**src/sv/bzt_ram.sv**
```systemverilog
module bzt_ram #(
  parameter int unsigned WIDTH = 32,
  parameter int unsigned DEPTH = 64
) (
  input  logic                     clk_i,
  input  logic                     we_i,
  input  logic [$clog2(DEPTH)-1:0] waddr_i,
  input  logic [WIDTH-1:0]         wdata_i,
  input  logic [$clog2(DEPTH)-1:0] raddr_i,
  output logic [WIDTH-1:0]         rdata_o
);

  logic [WIDTH-1:0] mem_q [DEPTH];

  // write port and registered read port
  always_ff @(posedge clk_i) begin
    if (we_i) begin
      mem_q[waddr_i] <= wdata_i;
    end
    rdata_o <= mem_q[raddr_i];
  end

endmodule

```
**config.mk**
```make
export PLATFORM = sky130hd
export DESIGN_NAME = bzt_ram
export DESIGN_NICKNAME = d
export VERILOG_FILES = /design/src/sv/bzt_ram.sv
export SDC_FILE = /design/constraint.sdc
export NUM_CORES = 2
export LEC_CHECK = 0
export BUFFER_PORTS_ARGS = -buffer_cell sky130_fd_sc_hd__buf_2
export CORE_ASPECT_RATIO = 0.7
export CORE_UTILIZATION = 60
export CTS_CLUSTER_SIZE = 12
export DETAILED_ROUTE_END_ITERATION = 12
export HOLD_SLACK_MARGIN = 0.1
export PLACE_DENSITY = 0.76
export SYNTH_ARGS = -nofsm -noshare
export SYNTH_HDL_FRONTEND = slang
export SYNTH_SLANG_ARGS = --single-unit
export TNS_END_PERCENT = 5
```
**constraint.sdc**
```tcl
create_clock -name clk_i -period 7.18 [get_ports clk_i]
set_input_delay 1.436 -clock clk_i [delete_from_list [all_inputs] [get_ports clk_i]]
set_output_delay 1.436 -clock clk_i [all_outputs]
set_load 0.01 [all_outputs]
```
Yosys cells after proc, flatten, opt, wreduce, memory -nomap -nowiden:

Memory sizes are Yosys's and may differ from the RTL's. A register that Yosys moved wholly into a read port is not among the register bits.
Index checks and enable logic that the tools add are counted.

* input port bits: 46
* memories kept: 1
* output and inout port bits: 32
* bits in latches: 0
* bits in writable memories: 2048
* ROM bits: 0
* bits in registers: 0

* equal/unequal tests: 0
* $lt $le $gt $ge: 0
* divide/modulo/power cells: 0
* reductions and logical operators: 0
* muxes and demuxes: 2
* bitwise operators: 0
* add/sub/neg operators: 0
* shift-type cells: 0
* $mul: 0

Memory list
* mem_q: words 64, bits a word 32, read ports 1, clocked after memory_dff 1, write ports 1, RTL line 13 `logic [WIDTH-1:0] mem_q [DEPTH];`

Operators with widths (count)
* $mux W1: 2

Depth between registers and ports, before layout:

* depth in word-level cells: 2
* gate-level depth with buffers: 10
* mapped depth without buffers: 5

Worst setup path before layout:

OpenSTA, ideal clock, no wires.

* path type: input-to-reg
* start point: input port waddr_i[3]
* end point: memory mem_q[48][0] (enable)
* arrival time: 4.135 ns
* path buffers: 1
* required time: 6.719 ns
* cell stages on the path: 4
* path slack: 2.584 ns
* cells stage by stage: clkbuf_1 > nor2b_1 > nand4b_1 > nor3_1

RTL lines
* start, declared: RTL line 7 `input logic [$clog2(DEPTH)-1:0] waddr_i,`
* end, declared: RTL line 13

Straight into the memory's write port.

==> impl_metrics.ini <==
[outcome]
status = completed

[route]
viasPerCell = 7.136
wl_microns = 205200
wl_per_cell_microns = 38.08
final_antenna_net_count = 0
post-route-drc-count = 0
drt_first_pass_iters = 6
dr_total_vias = 38450
drt-initial-drc-count = 6148

[finish]
stdcell_area_sq_mm = 0.08717
most-common-layout-cells = edfxtp_1 (2,048), mux4_2 (544), clkbuf_16 (196)
final_common_cell = edfxtp_1
drive_above_1_share_pct = 27.89
layout.nets = 3574
area_growth_pct = 11.02

[power_and_ir_drop]
p_sw_mw = 5.155
swShare_pct = 21.40
p_comb_share_pct = 5.2
power_density_mw_per_mm2 = 276.4
p_clk_share_pct = 38.7
p_seq_share_pct = 56.1
internal-power_mw = 18.94
power.leakage_nw = 26.93
vdd_ir_drop_max_uv = 235.7

[sta]
fin_crit_ns = 4.642
tns_ns = 0
worst_slack_ns = 2.538
finalHoldViolations = 0
slew_violations = 0
min_period_over_period_pct = 64.66
max_slew_margin_pct = 5.257
tightestPinTransition_ns = 1.421
finalSetupViolCount = 0
rsz0062_at_grt = false
timing.fmax_ghz = 0.2154
fin_worst_skew_ns = 0.02904

[yosys]
syn_nets = 3370
synth_cells = 3324
synth-seq-area-share_pct = 79.14
yosysTopAreaCell = edfxtp_1
ys_warn_count = 0
synth_cell_type_count = 34
syn_area_per_cell_sq_um = 23.62
synth_top_area_share_pct = 78.33
synthesis.area_sq_mm = 0.07852
ys_ff_latch = 2080
synth.area.top_cells = edfxtp_1 (78%), mux4_2 (16%), mux2i_1 (1.2%), dfxtp_1 (0.82%), o22ai_1 (0.67%)

[global_route]
grt_max_degree = 111
antenna_found_initial = 15
first_global_vias = 38700
grt-ovfl-total = 0
grt_first_pass_wirelength_microns = 286100
track_usage_pct = 31.55

[setup_path]
endpoint_kind = register
ff2ff_setup_slack_ns = 4.45
path_class = input port to register
arrival_ns = 5.29
worstPathRequired_ns = 7.83
worst_r2r_startpoint = mem_q[63][28]
cp-start-kind = input port
cp_max_fo = 90
reg2reg_depth = 4
r2r_end = rdata_o[28]

[min_path]
hold_class = register to register
hold_depth = 4
hold_end = rdata_o[8]
min_from = mem_q[28][8]

[floorplan]
ioPinCount = 78
start_util_pct = 60.75
core_area_sq_mm = 0.1292
die_area_sq_mm = 0.1323
die_x_microns = 434.4
floorplan.rows = 110
dieHeight_microns = 304.7

[clocking]
clkSinkCount = 2080
cts-root-buf = clkbuf_16
cts-resized-gates = 0
cts_max_level = 4
clock_path_buffers = 3
numCtsBuffers = 194
clk_pin_slew_worst_paths_ns = 0.06
clock_latency_ns = 0.84
cts_setup_buffers = 0
ctsHoldBuffers = 0
cts_tree = done

[run]
drv_cap = 0

[place]
place.gp.congestion = 0.8590
port_buffers = 77
placed_area_sq_mm = 0.08166
dpl.hpwl_microns = 107400
pre_cts_slack_ns = 1.860
-- logic make-up (layout without fill, tap and decap cells) --
logic type	count (synthesis)	in the layout	synth area share, %
buffers and inverters	182	504	1.128
multiplexers	637	637	16.79
AND/OR/NAND/NOR	223	223	1.265
AO/OA/AOI/OAI	202	202	1.673
flip-flops	2080	2080	79.14
other	0	6	0
-- synthesized netlist by cell type (all sizes together) --
master	number
edfxtp	2048
mux4	544
nor2	137
buf	108
mux2i	93
o22ai	84
clkbuf	74
a21oi	62
dfxtp	32
o221ai	27
nand2	26
nor2b	15
a22oi	12
a311oi	8
nand2b	8
nor3	7
nand3	5
nand3b	5
or3b	5
a41o	4
and3	4
o32ai	4
or2	3
or3	3
and2	2
nand4	2
a31oi	1
nand4b	1
-- critical path, stage by stage --
cell	delay [ns]
buf_8	0.59
buf_4	0.88
mux4_2	0.43
mux4_2	0.52
o22ai_1	1.02
nor2_1	0.16
-- flip-flops by register name (all words and copies together) (netlist names) --
signal,flops
mem_q,2048
rdata_o,32
-- routing by layer --
| layer | track usage [%] | up-vias | part of all wire, % |
|---|---|---|---|
| met5 | 0 | - | 0.039 |
| met4 | 11.71 | 12 | 3.8 |
| met3 | 9.577 | 461 | 15 |
| met2 | 46.36 | 3103 | 46 |
| met1 | 45.40 | 20260 | 35 |
| li1 | - | 14620 | - |
-- worst max path at each step --
stage / startpoint / to / cells after the start
finish: raddr_i[1] / rdata_o[28] / 6
global route: raddr_i[1] / rdata_o[28] / 6
CTS: raddr_i[1] / rdata_o[28] / 6
detailed placement: raddr_i[1] / rdata_o[28] / 6
global placement: raddr_i[1] / rdata_o[28] / 6
floorplan: waddr_i[3] / mem_q[48][0] / 4
-- metrics by stage --
step | utilization (%) | instances | hold slack, ns | total power [mW]
after floorplan | - | 3324 | 0.6632 | 14.39
after global placement | 63.19 | 5068 | 0.7477 | 14.95
after detailed placement | 63.19 | 5068 | 0.7803 | 15.00
after CTS | 67.44 | 5382 | 0.7970 | 24.12
after global routing | 67.44 | 5382 | 0.8492 | 24.62
final | 67.45 | 5388 | 0.8030 | 24.09
-- cell type report --
| type | instances | area (sq um) |
|---|---|---|
| Antenna cell | 6 | 15.01 |
| Clock buffer | 298 | 5308 |
| Clock inverter | 16 | 183.9 |
| Fill cell | 7617 | 42070 |
| Multi-Input combinational cell | 1062 | 15970 |
| Sequential cell | 2080 | 62140 |
| Tap cell | 1736 | 2172 |
| Timing Repair Buffer | 190 | 1379 |
-- power groups by stage --
stage                     clock network, mW  logic, mW  registers (mW)
after CTS                              9.37       1.25            13.5
after detailed placement                  0       1.23            13.8
final                                  9.32       1.26            13.5
after global placement                    0       1.19            13.8
after global routing                   9.80       1.31            13.5
after floorplan                           0      0.654            13.7
No activity file was read; power rests on OpenSTA's default activity.
