[src/sv/bzt_sqrt.sv]
module bzt_sqrt (
  input  logic        clk_i,
  input  logic        rst_ni,
  input  logic        start_i,
  input  logic [63:0] value_i,
  output logic        done_o,
  output logic [31:0] root_o
);

  logic        busy_q, busy_d;
  logic        done_q, done_d;
  logic [4:0]  cnt_q, cnt_d;
  logic [63:0] val_q, val_d;
  logic [31:0] root_q, root_d;
  logic [34:0] rem_q, rem_d;
  logic [34:0] rem_sh;
  logic [34:0] trial;

  assign rem_sh = {rem_q[32:0], val_q[63:62]};
  assign trial  = {1'b0, root_q, 2'b01};

  // two radicand bits and one root bit per cycle
  always_comb begin
    busy_d = busy_q;
    done_d = 1'b0;
    cnt_d  = cnt_q;
    val_d  = val_q;
    root_d = root_q;
    rem_d  = rem_q;
    if (start_i) begin
      busy_d = 1'b1;
      cnt_d  = '0;
      val_d  = value_i;
      root_d = '0;
      rem_d  = '0;
    end else if (busy_q) begin
      val_d = {val_q[61:0], 2'b00};
      if (rem_sh >= trial) begin
        rem_d  = rem_sh - trial;
        root_d = {root_q[30:0], 1'b1};
      end else begin
        rem_d  = rem_sh;
        root_d = {root_q[30:0], 1'b0};
      end
      cnt_d = cnt_q + 5'd1;
      if (cnt_q == 5'd31) begin
        busy_d = 1'b0;
        done_d = 1'b1;
      end
    end
  end

  always_ff @(posedge clk_i or negedge rst_ni) begin
    if (!rst_ni) begin
      busy_q <= 1'b0;
      done_q <= 1'b0;
      cnt_q  <= '0;
    end else begin
      busy_q <= busy_d;
      done_q <= done_d;
      cnt_q  <= cnt_d;
    end
  end

  always_ff @(posedge clk_i) begin
    val_q  <= val_d;
    root_q <= root_d;
    rem_q  <= rem_d;
  end

  assign done_o = done_q;
  assign root_o = root_q;

endmodule
[config.mk]
export PLATFORM = sky130hd
export DESIGN_NAME = bzt_sqrt
export DESIGN_NICKNAME = d
export VERILOG_FILES = /design/src/sv/bzt_sqrt.sv
export SDC_FILE = /design/constraint.sdc
export NUM_CORES = 1
export LEC_CHECK = 0
export BUFFER_PORTS_ARGS = -buffer_cell sky130_fd_sc_hd__buf_2
export CORE_AREA = 2 2 125 127
export DETAILED_ROUTE_END_ITERATION = 6
export DIE_AREA = 0 0 127 129
export PLACE_DENSITY = 0.84
export SLEW_MARGIN = 10
export SYNTH_ARGS = -nofsm -noshare
export SYNTH_HDL_FRONTEND = slang
export SYNTH_SLANG_ARGS = --single-unit
[constraint.sdc]
create_clock -name clk_i -period 2.6 [get_ports clk_i]
set_input_delay 0.52 -clock clk_i [delete_from_list [all_inputs] [get_ports clk_i]]
set_output_delay 0.52 -clock clk_i [all_outputs]
set_load 0.02 [all_outputs]
[After elaboration in Yosys (flattened, before gate mapping)]
Cells that the tools add are included.
Cells by class
  add/subtract/negate cells: 2
  $lt $le $gt $ge: 1
  equality and inequality tests: 1
  muxes and demuxes: 12
  reduce and logical (&&, ||, !) cells: 1
Operators with widths (number)
  two-way mux 64 bit: 2
  >= comparator 35 x 34 -> 1 bit: 1
  two-way mux 33 bit: 1
  subtractor 33 bit: 1
  two-way mux 5 bit: 2
  two-way mux 1 bit: 7
  adder 5 x 1 -> 5 bit (second input constant): 1
  == test 5 bit (second input constant): 1
  nonzero test 2 bit: 1
Word-level totals
  bits in registers: 136
  input bits: 67
  word-level logic and storage cells: 23

[Depth between registers and ports, before layout]
  depth in word-level cells: 4
  mapped depth: 14

[Least setup slack after synthesis]
Ideal clock, no wire load.
  path type: register to register
  from: register root_q[6] (netlist: root_o[6])
  to: register rem_q[10]
  arrival: 2913 ps
  path slack: -402 ps
  cell stages (with the launch flop): 14
  path buffers: 2
  path through: dfxtp_1 -> inv_1 -> ha_1 -> and3_1 -> nand3_1 -> or3_1 -> a31oi_1 -> a32oi_1 -> o31ai_4 -> a31o_4 -> buf_12 -> buf_12 -> o311ai_1 -> a311oi_2
On the way
  longest elaborated chain between the ends: 2
  elaborated cells on any way between the ends: 3
Ends and longest elaborated chain
  start: declaration: RTL line 14  | logic [31:0] root_q, root_d;
  start signal: assignment: RTL line 67  | root_q <= root_d;
  subtractor 33 bit or >= comparator 35 x 34 -> 1 bit (tied branches): RTL line 39, 38
  two-way mux 33 bit *: RTL line 38  | if (rem_sh >= trial) begin
  end signal: assignment: RTL line 68  | rem_q <= rem_d;
  end: declaration: RTL line 15  | logic [34:0] rem_q, rem_d;
Mark *: on every way between the ends. The rest lies on a longest branch, timed or not.
A chain may end at the register's enable or synchronous reset.

[Worst setup path after layout]
  from: register root_q[6] (netlist: root_o[6])
  to: register rem_q[24]
Same word-level chain as after synthesis.

==> summary.txt <==
Setup path
  • Critical path class: flop to flop
  • CP Capture Type: flop
  • WP buf/inv: 2
  • CP arrival: 3.14 ns
  • Worst path required time: between 2 and 3 ns
  • Crit Path Max Fanout: 7
  • CP Launch Type: flop
  • CP max stage cell: dfxtp_4
  • Worst-path cell chain: inv_2 > ha_4 > and3_4 > nand3_2 > or3_4 > a31oi_4 > a32oi_2 > o31ai_4 > a31o_4 > buf_12 > nand4_1 > a311oi_1
  • Crit-path leading delay family: compound AO/OA/AOI/OAI gates
  • Critical Path Max Stage Delay: 0.35 ns

Clock network
  • Number of H-tree levels: 4
  • CTS Root Buffer Type: clkbuf_16
  • TritonCTS clock tree: done
  • Skew-Pair Late Insertion Delay: ~0.44 ns
  • Clock Pin Slew Worst Setup and Hold Paths: ~0.070 ns
  • CTS Buf Count: 17
  • Maximum root-to-sink buffer count: 2
  • CTS sink cnt: between 100 and 150

Floorplan
  • Rows: 45
  • Die height: around 130 µm
  • Chip width: between 100 and 150 µm
  • Core footprint: ~0.015 mm²
  • Die area: ~0.016 mm²
  • Initial Utilization: between 40% and 50%
  • IO Pins: 100

Routing
  • Via count: between 6,000 and 7,000
  • Routed WL per cell: approximately 16 µm
  • Total Wirelength: 18,000 µm
  • Routed Antenna Nets: 0
  • DR vias/cell: around 5.5
  • Pre-antenna DRT Iters: 7
  • DR DRC count: 0
  • Initial DRC Count: roughly 450

Timing
  • Fin. Hold Viols: 0
  • Slew Viols, Final: 0
  • RSZ-0062 raised after global routing: yes
  • Worst-margin pin slew: between 0.5 and 0.6 ns
  • Setup violations, final: 31
  • Max Clk Rate: 357 MHz
  • Slew HR: 64.4%
  • Final WS setup: -0.199 ns
  • Final min period: about 2.8 ns
  • Final Cycle Share: 108%
  • Worst Skew: 0.0124 ns

Synth
  • Most common flop cell mapped by yosys: dfxtp_1
  • Synth Area in Simple Gates: 10.7%
  • Syn. warnings: 0
  • Cell Area, Synth: approximately 0.0074 mm²
  • Synthesized flop and latch total: between 100 and 150
  • Area contributors post-synth: edfxtp_1 (26%), dfxtp_1 (17%), mux2_2 (9.4%)
  • Adder-cell share of the synthesized area: 6.05%
  • Syn nets: ~800
  • Cells after Synth: between 700 and 800
  • Post-synth EDFFs: 64
  • Post-synthesis mux area share: about 17%
  • Largest family of logic cells by synthesized area: multiplexers
  • Synth unique cells: between 50 and 60
  • Area leader, netlist: edfxtp_1
  • Synth Area per Inst: roughly 11 µm²
  • XOR/XNOR share of the synthesized area: under 10%
  • Ys async rst share: about 5.1%
  • Compound-cell area share of the yosys netlist: roughly an eighth
  • Top cell type's share of synthesized area: 25.8%
  • Sequential element share of the synthesized area: a little under half

Final layout
  • Fillers: 1,119
  • Layout cells sized above 1: between 40% and 50%
  • Nets@finish: between 900 and 1,000
  • Fin util: about 66%
  • Post-Layout Cell Count: roughly 1,100
  • Area growth syn-to-layout: 32.5%

Place
  • Post-DP HPWL: between 10,000 and 15,000 µm
  • Placed cell count: about 1,100
  • Buffers added on ports: 99
  • Placer congestion estimate: just under 0.9

Hold path
  • HP Class: input pin to flop

Power
  • PwrDens: 1170 mW/mm²
  • Worst vdd rail ir drop: between 0.7 and 0.8 mV
  • Leakage power: 0.00441 µW

Run status
  • Failing checks: setup timing
  • Status: finished, violations left

Global route
  • Initial antenna violation count: 2
  • Gr ovfl total: 0
  • GR Util All Layers: around 22%
  • Global-route wire length before repair: roughly 29,000 µm
  • Vias in the first global route: 5,988
  • Largest net degree at the start of global routing: 65

Job
  • MaxCap Viol Count: 0
==> through the flow <==
stage | setup TNS [ns] | area [µm²] | setup slack, ns | power, µW | hold WS (ns)
detailed placement | -3.64 | 8990 | -0.196 | 8170 | 0.360
CTS | -4.31 | 9700 | -0.203 | 11000 | 0.351
global placement | -1.40 | 8990 | -0.112 | 8030 | 0.359
floorplan | -3.67 | 7630 | -0.209 | 6610 | 0.224
finish | -3.54 | 9860 | -0.199 | 11500 | 0.365
global route | -6.25 | 9850 | -0.260 | 12200 | 0.370
==> synthesized netlist by cell type, types with 8 or more instances <==
library cell,count
dfxtp_1,65
nand3_1,10
a21oi_1,31
xnor2_1,19
mux2_2,62
nand2b_1,8
xor2_1,10
a21o_1,14
edfxtp_1,64
nor2_1,82
mux2i_1,55
o21ai_0,16
clkbuf_1,30
ha_1,36
inv_1,41
nand2_1,29
a211oi_1,23
==> logic make-up (layout without fill, tap and decap cells) <==
family | Yosys count | count (layout)
AND/OR/NAND/NOR | 173 | 173
XOR/XNOR | 29 | 29
flip-flops | 136 | 136
multiplexers | 117 | 117
AO/OA/AOI/OAI | 136 | 136
buffers and inverters | 78 | 279
other | 0 | 1
adder cells (fa/ha/maj) | 36 | 36
==> flip-flops by register name, indices dropped and copies added (netlist names) <==
signal / count
val_q: 64
rem_q: 33
root_o: 32
cnt_q: 5
busy_q: 1
done_o: 1
==> worst paths after layout <==
check                                start        end  slack (ns)  cells past startpoint
worst max-delay path             root_o[6]  rem_q[24]       -0.20                     12
worst min-delay path            value_i[0]   val_q[0]        0.37                      2
worst max register to register   root_o[6]  rem_q[24]       -0.20                     12
worst min register to register   rem_q[25]  rem_q[25]        0.50                      2
max in group asynchronous           rst_ni     busy_q        1.97                      2
min in group asynchronous           rst_ni     done_o        0.45                      2
==> power by group <==
group / switching (µW) / total (µW) / internal, µW
clock network: 1070 / 2420 / 1360
logic: 3060 / 6270 / 3210
registers: 204 / 2780 / 2580
==> cell type report <==
type                       instances  area [µm²]  share of cell area (%)
clock buffer                      17         425                    4.32
antenna                            1        2.50                  0.0254
inverter                          41         158                    1.60
clock inverter                    15         160                    1.62
multi-input combinational        491        4050                    41.1
timing repair buffer             206        1390                    14.1
sequential                       136        3440                    34.9
tap                              188         235                    2.39
==> layer usage <==
metal / vias up / routed length [µm] / global-route usage [%]
met5: - / 11 / 0
met4: 2 / 380 / 8.02
met3: 33 / 1430 / 8.57
met2: 186 / 8600 / 36.5
met1: 2885 / 7550 / 27.6
li1: 2946 / - / -
==> cells in the final DEF (no fill, tap or decap), types with 4 or more instances in the layout <==
master / Yosys / final
buf_4: 1 / 99
buf_2: 3 / 98
nor2_1: 82 / 79
edfxtp_1: 64 / 64
mux2_2: 62 / 62
mux2i_1: 55 / 52
dfxtp_1: 65 / 50
inv_1: 41 / 34
nand2_1: 29 / 26
a21oi_1: 31 / 26
ha_1: 36 / 25
a211oi_1: 23 / 20
xnor2_1: 19 / 18
clkbuf_16: 0 / 18
o21ai_0: 16 / 14
a21o_1: 14 / 14
xor2_1: 10 / 10
dfxtp_2: 0 / 9
nand3_1: 10 / 8
nand2b_1: 8 / 8
ha_4: 0 / 8
o211ai_1: 7 / 7
o21ai_1: 5 / 6
nor3_1: 7 / 6
nand4_1: 6 / 6
inv_2: 0 / 6
nor2b_1: 6 / 6
inv_6: 0 / 6
dfrtp_1: 7 / 6
dfxtp_4: 0 / 6
o21a_1: 5 / 5
and3_1: 6 / 5
a21oi_2: 0 / 5
buf_12: 2 / 5
nand4b_1: 4 / 4
and2_1: 4 / 4
a211oi_2: 1 / 4
o31ai_1: 6 / 4
==> timing repair <==
action                     4_1_cts  5_1_grt
hold buffers                     1        0
setup buffers                    2        2
hold endpoints to repair         7        0
cloned                           1        1
resized for setup               16       29
setup endpoints to repair       33       34
pin swaps                       26       15
(Power assumes the default switching activity.)
