<file path="src/sv/bzt_pkg.sv">
package bzt_pkg;

  localparam int unsigned PRICE_W    = 32;
  localparam int unsigned TIME_W     = 64;
  localparam int unsigned KIND_W     = 2;
  localparam int unsigned STRENGTH_W = 17;
  localparam int unsigned ALPHA_W    = 16;
  localparam int unsigned LEN_W      = 7;
  localparam int unsigned BAND_W     = 16;
  localparam int unsigned CFG_IDX_W  = 2;
  localparam int unsigned CFG_DATA_W = 16;

  // shared divider operand widths
  localparam int unsigned DVD_W = 64;
  localparam int unsigned DVS_W = 48;

  localparam logic [ALPHA_W-1:0] FAST_ALPHA_RST = 16'd11916;
  localparam logic [ALPHA_W-1:0] SLOW_ALPHA_RST = 16'd2570;
  localparam logic [LEN_W-1:0]   WINDOW_LEN_RST = 7'd20;
  localparam logic [BAND_W-1:0]  BAND_MULT_RST  = 16'd8192;

  localparam logic [STRENGTH_W-1:0] STRENGTH_FULL = 17'd65536;

  typedef enum logic [KIND_W-1:0] {
    KIND_HOLD = 2'd0,
    KIND_BUY  = 2'd1,
    KIND_SELL = 2'd2
  } kind_e;

  typedef enum logic [CFG_IDX_W-1:0] {
    REG_FAST_ALPHA = 2'd0,
    REG_SLOW_ALPHA = 2'd1,
    REG_WINDOW_LEN = 2'd2,
    REG_BAND_MULT  = 2'd3
  } cfg_reg_e;

  typedef enum logic [4:0] {
    S_IDLE,
    S_EMA_F,
    S_EMA_S,
    S_SQUARE,
    S_ACCUM,
    S_MEAN,
    S_MEAN_W,
    S_VAR,
    S_VAR_W,
    S_ROOT,
    S_ROOT_W,
    S_ZDIV,
    S_ZDIV_W,
    S_DECIDE,
    S_SDIV,
    S_SDIV_W,
    S_OUT
  } state_e;

  typedef struct packed {
    logic             start;
    logic [DVD_W-1:0] dividend;
    logic [DVS_W-1:0] divisor;
  } div_req_t;

  typedef struct packed {
    logic             done;
    logic [DVD_W-1:0] quotient;
  } div_rsp_t;

endpackage

</file>
<file path="src/sv/bzt_div.sv">
module bzt_div (
  input  logic              clk_i,
  input  logic              rst_ni,
  input  bzt_pkg::div_req_t req_i,
  output bzt_pkg::div_rsp_t rsp_o
);
  import bzt_pkg::*;

  localparam int unsigned CNT_W = $clog2(DVD_W);

  logic             busy_q, busy_d;
  logic             done_q, done_d;
  logic [CNT_W-1:0] cnt_q, cnt_d;
  logic [DVS_W:0]   rem_q, rem_d;
  logic [DVD_W-1:0] quo_q, quo_d;
  logic [DVS_W-1:0] dvs_q, dvs_d;
  logic [DVS_W:0]   rem_sh;
  logic [DVS_W:0]   dvs_ext;

  assign rem_sh  = {rem_q[DVS_W-1:0], quo_q[DVD_W-1]};
  assign dvs_ext = {1'b0, dvs_q};

  // one restoring quotient bit per cycle
  always_comb begin
    busy_d = busy_q;
    done_d = 1'b0;
    cnt_d  = cnt_q;
    rem_d  = rem_q;
    quo_d  = quo_q;
    dvs_d  = dvs_q;
    if (req_i.start) begin
      busy_d = 1'b1;
      cnt_d  = '0;
      rem_d  = '0;
      quo_d  = req_i.dividend;
      dvs_d  = req_i.divisor;
    end else if (busy_q) begin
      if (rem_sh >= dvs_ext) begin
        rem_d = rem_sh - dvs_ext;
        quo_d = {quo_q[DVD_W-2:0], 1'b1};
      end else begin
        rem_d = rem_sh;
        quo_d = {quo_q[DVD_W-2:0], 1'b0};
      end
      cnt_d = cnt_q + CNT_W'(1);
      if (cnt_q == CNT_W'(DVD_W - 1)) begin
        busy_d = 1'b0;
        done_d = 1'b1;
      end
    end
  end

  always_ff @(posedge clk_i or negedge rst_ni) begin
    if (!rst_ni) begin
      busy_q <= 1'b0;
      done_q <= 1'b0;
      cnt_q  <= '0;
    end else begin
      busy_q <= busy_d;
      done_q <= done_d;
      cnt_q  <= cnt_d;
    end
  end

  always_ff @(posedge clk_i) begin
    rem_q <= rem_d;
    quo_q <= quo_d;
    dvs_q <= dvs_d;
  end

  assign rsp_o.done     = done_q;
  assign rsp_o.quotient = quo_q;

endmodule

</file>
<file path="config.mk">
export PLATFORM = sky130hd
export DESIGN_NAME = bzt_div
export DESIGN_NICKNAME = d
export VERILOG_FILES = /design/src/sv/bzt_pkg.sv /design/src/sv/bzt_div.sv
export SDC_FILE = /design/constraint.sdc
export NUM_CORES = 1
export LEC_CHECK = 0
export BUFFER_PORTS_ARGS = -buffer_cell sky130_fd_sc_hd__buf_2
export CORE_ASPECT_RATIO = 1.5
export CORE_MARGIN = 10
export CORE_UTILIZATION = 35
export DETAILED_ROUTE_END_ITERATION = 12
export PLACE_DENSITY_LB_ADDON = 0.1
export SLEW_MARGIN = 40
export SYNTH_ARGS = -nofsm -noshare
export SYNTH_HDL_FRONTEND = slang
export SYNTH_SLANG_ARGS = --single-unit
</file>
<file path="constraint.sdc">
create_clock -name clk_i -period 4.1 [get_ports clk_i]
set_input_delay 0.205 -clock clk_i [delete_from_list [all_inputs] [get_ports clk_i]]
set_output_delay 0.205 -clock clk_i [all_outputs]
set_load 0.05 [all_outputs]
</file>
==> After elaboration in Yosys (flattened, before gate mapping) <==
Cells that the tools add are included.
{ "totals": {"regBits": 168, "in_bits": 115, "output_inout_bits": 65, "word_cells": 23} }
{ "op_classes": {"add_sub_neg": 2, "n_lt_le_gt_ge": 1, "n_eq_ne": 1, "n_mux": 12, "n_reduce_logical": 1} }
{ "ops": {"columns": ["operator", "count"], "rows": [
  ["$mux 64", 2],
  ["$ge 49x48->1", 1],
  ["$mux 48", 1],
  ["$sub 48x48->48", 1],
  ["$mux 6", 2],
  ["$mux 1", 7],
  ["$add 6x1->6 const B", 1],
  ["$eq 6x6->1 const B", 1],
  ["$reduce_bool 2->1", 1]
]} }

==> Logic depth before layout (Yosys ltp) <==
{ "depth": {"word_depth": 4, "depth_mapped": 13, "ltp_nobuf": 12} }

==> Least setup slack after synthesis <==
No wires, ideal clock.
{ "synth_path": {"path_type": "reg-to-reg", "startpoint": "register quo_q[63]", "endpoint": "register rem_q[44]", "setup_ns": 0.088, "t_arrival_ns": 3.151, "setup_slack_ns": 0.861, "stages_incl_launch_ff": 13, "n_path_buf": 0, "period_less_slack_ns": 3.239, "cell_sequence": "edfxtp_1 inv_1 ha_1 fa_1 nor2b_1 o31a_1 o21ai_1 o32a_1 a311oi_2 o21a_2 nor3_1 or3b_1 a311oi_2"} }
{ "synth_between": {"elab_chain_len": 2} }
{ "synth_lines": {"columns": ["item", "line_no", "rtl"], "rows": [
  ["start: declaration", "bzt_div.sv:15", "logic [DVD_W-1:0] quo_q, quo_d;"],
  ["start signal: assignment", "bzt_div.sv:67", "quo_q <= quo_d;"],
  ["$sub 48x48->48 or $ge 49x48->1 (tied branches)", "bzt_div.sv:39, bzt_div.sv:38", null],
  ["$mux 48 *", "bzt_div.sv:38", "if (rem_sh >= dvs_ext) begin"],
  ["end signal: assignment", "bzt_div.sv:66", "rem_q <= rem_d;"],
  ["end: declaration", "bzt_div.sv:14", "logic [DVS_W:0] rem_q, rem_d;"]
]} }
Every way passes the cells marked *; elsewhere a longest branch is shown, timed or not.
A chain may end at the register's enable or synchronous reset.

==> Worst setup path in the final report <==
{ "layout_path": {"startpoint": "register dvs_q[33]", "endpoint": "register rem_q[35]"} }
{ "layout_between": {"elab_chain_len": 2} }
{ "layout_lines": {"columns": ["item", "line_no", "rtl"], "rows": [
  ["start: declaration", "bzt_div.sv:16", "logic [DVS_W-1:0] dvs_q, dvs_d;"],
  ["start signal: assignment", "bzt_div.sv:68", "dvs_q <= dvs_d;"],
  ["$sub 48x48->48 or $ge 49x48->1 (tied branches)", "bzt_div.sv:39, bzt_div.sv:38", null],
  ["$mux 48 *", "bzt_div.sv:38", null]
]} }
Marks and branches as above.

==> run summary <==
outcome: finished, final reports clean
Max Clock Skew: 0.0202 ns
worst-path maximum fanout: 26
Initial Util: 35.5%
peak supply drop: 290 uV
vias in the first global route: 8441
post-synthesis async set-or-reset flop share: 4.76%
final WL: 27.2 mm
Clock transition at path regs: 0.07 ns
Syn. warnings: 0
synthesized instance count: 968
Crit. End Element: register
# Post-CTS Setup Buffers: 0
GPL Wtd Cong: 0.878
post-synthesis register bit count: 168
io pins: 180
# port buffers: 179
sequential area share after synthesis: 46.8%
Max-Cap Viols: 0
Finished Cell Area: 11900 sq um
Via density: 5.21
DRC violation total after the first TritonRoute iteration: 355
Final HPWL DP: 20.0 mm
LEAKAGE: 4.99 nW
# rows: 74
vias: 7950
commonest non-fill, non-tap cell in the layout: buf_2
Synth Flop Type: edfxtp_1
max-slew violation count: 0
Syn Nets: 1133
clock sink count: 168
first-pass GRT wire length: 43.9 mm
most frequent cells in the layout: 178 x buf_2, 112 x edfxtp_1, 109 x nand2_1
crit share post-route: 79.0%
initial antenna violation count: 1
layout cell share with drive strength beyond 1: 24.9%
Peak Freq: 309 MHz
RSZ-0062 raised after global routing: no
CP Data Required Time: 4.45 ns
worst reg-to-reg path cell count: 11
Slew @ Worst Pin: 0.715 ns
Pre-antenna DRT Iters: 5
mean post-synth cell area: 9.99 sq um
Clock Tree Root: clkbuf_16
number of synthesized flops with an enable pin: 112
PD cells: 361 nW/um^2
Synth cell types: 65
Final WS setup: 0.861 ns
DRC: 0
largest net degree at the start of global routing: 103
hold path depth: 2
Antenna Violating Nets Remaining: 0
worst skew pair latency: 0.46 ns
H-tree levels: 4
Die X: 156 um
Finished Core Util: 43.6%
Critical Path AT: 3.59 ns
TritonCTS buffer count: 17
Worst Setup Start Kind: register
Hold WS: 0.0468 ns
fin crit period: 3.24 ns
placed cell area: 10800 sq um
Die Height: 224 um
die area: 34800 sq um
Place WS: 0.861 ns
Layout Area Growth over Synthesis: 22.9%
nets: 1335
Final Hold Vio Count: 0
CTS tree: built
slew margin rel.: 52.3%
Clock Path Buffers: 2
post-synthesis cell area: 9670 sq um
post-DR wirelength/cell: 17.8 um
Core Box Area: 27200 sq um
kind of critical path: register to register
grt total ovfl: 0
worst hold-check path type: primary input to register
post-CTS sizing: 0
fillers: 2772
setup TNS: 0 ns
# diodes: 0
Total GRT Usage: 15.7%
final setup fails: 0
## synthesized netlist by cell type, types with 15 or more instances
cell / number / share of area [%]
edfxtp_1: 112 / 35
nand2_1: 109 / 4.2
nor2_1: 69 / 2.7
inv_1: 67 / 2.6
mux2_2: 64 / 7.5
a21oi_1: 63 / 3.3
ha_1: 49 / 6.3
dfxtp_1: 48 / 9.9
o21ai_0: 47 / 2.4
a311oi_1: 29 / 2.6
xnor2_1: 26 / 2.4
clkbuf_1: 22 / 0.85
nand3_1: 18 / 0.93
buf_2: 17 / 0.88
xor2_1: 15 / 1.4
## worst paths after layout
path	startpoint	to	slack, ns
setup reg to reg	dvs_q[33]	rem_q[35]	0.86
hold / removal	req_i[97]	quo_q[49]	0.05
min in group asynchronous	rst_ni	cnt_q[2]	0.12
setup / recovery	dvs_q[33]	rem_q[35]	0.86
max in group asynchronous	rst_ni	busy_q	3.79
hold reg to reg	rem_q[41]	rem_q[41]	0.49
## area by class of cell
class | count | area, sq um | share of cell area [%]
timing repair buffer | 235 | 1460 | 12.3
clock inverter | 11 | 85.1 | 0.716
multi-input combinational | 681 | 4660 | 39.2
tap | 342 | 428 | 3.60
sequential | 168 | 4530 | 38.1
clock buffer | 21 | 472 | 3.97
inverter | 67 | 251 | 2.12
## cells by family (layout without fill, tap and decap cells)
logic type / after synthesis / in the layout / synth area share (%)
compound gates: 240 / 240 / 16.5
mux: 65 / 65 / 7.56
fa+ha+maj: 50 / 50 / 6.55
buf+inv: 119 / 334 / 5.07
xor+xnor: 41 / 41 / 3.71
flops: 168 / 168 / 46.8
simple gates: 285 / 285 / 13.8
## repair_timing
item                                   in CTS  in global routing
setup endpoints to repair                   0                  0
endpoints found under the hold margin      56                  0
hold buffers                               49                  0
## through the flow
step | std cells | power, mW
final | 1525 | 4.29
after CTS | 1525 | 4.37
after global routing | 1525 | 4.49
after floorplan | 968 | 2.52
after global placement | 1444 | 2.73
after detailed placement | 1444 | 2.73
## report_power, final
group	internal [mW]	switching (mW)	leakage, nW	total [mW]
registers	1.93	0.0498	1.64	1.98
logic	0.257	0.486	3.08	0.742
clock network	0.836	0.734	0.269	1.57
total	3.02	1.27	4.99	4.29
## sequential cells by signal, indices dropped and copies added (netlist names)
name,cells
quo_q,64
done_q,1
busy_q,1
dvs_q,48
cnt_q,6
rem_q,48
## critical path: stages (launching register included)
cell      delay (ns)
edfxtp_1        0.32
inv_1           0.05
ha_1            0.42
nand4_1         0.30
nor4b_1         0.48
nand4_1         0.13
o21ai_1         0.18
nor3_1          0.10
a21o_2          0.23
buf_4           0.23
or3b_1          0.42
a311oi_1        0.27
## metal layers
metal  GRT usage, %  share of wire (%)
met5              0              0.044
met4           6.60                2.5
met3           6.35                8.0
met2           26.7                 50
met1           16.8                 39
No activity file was read; power rests on OpenSTA's default activity.
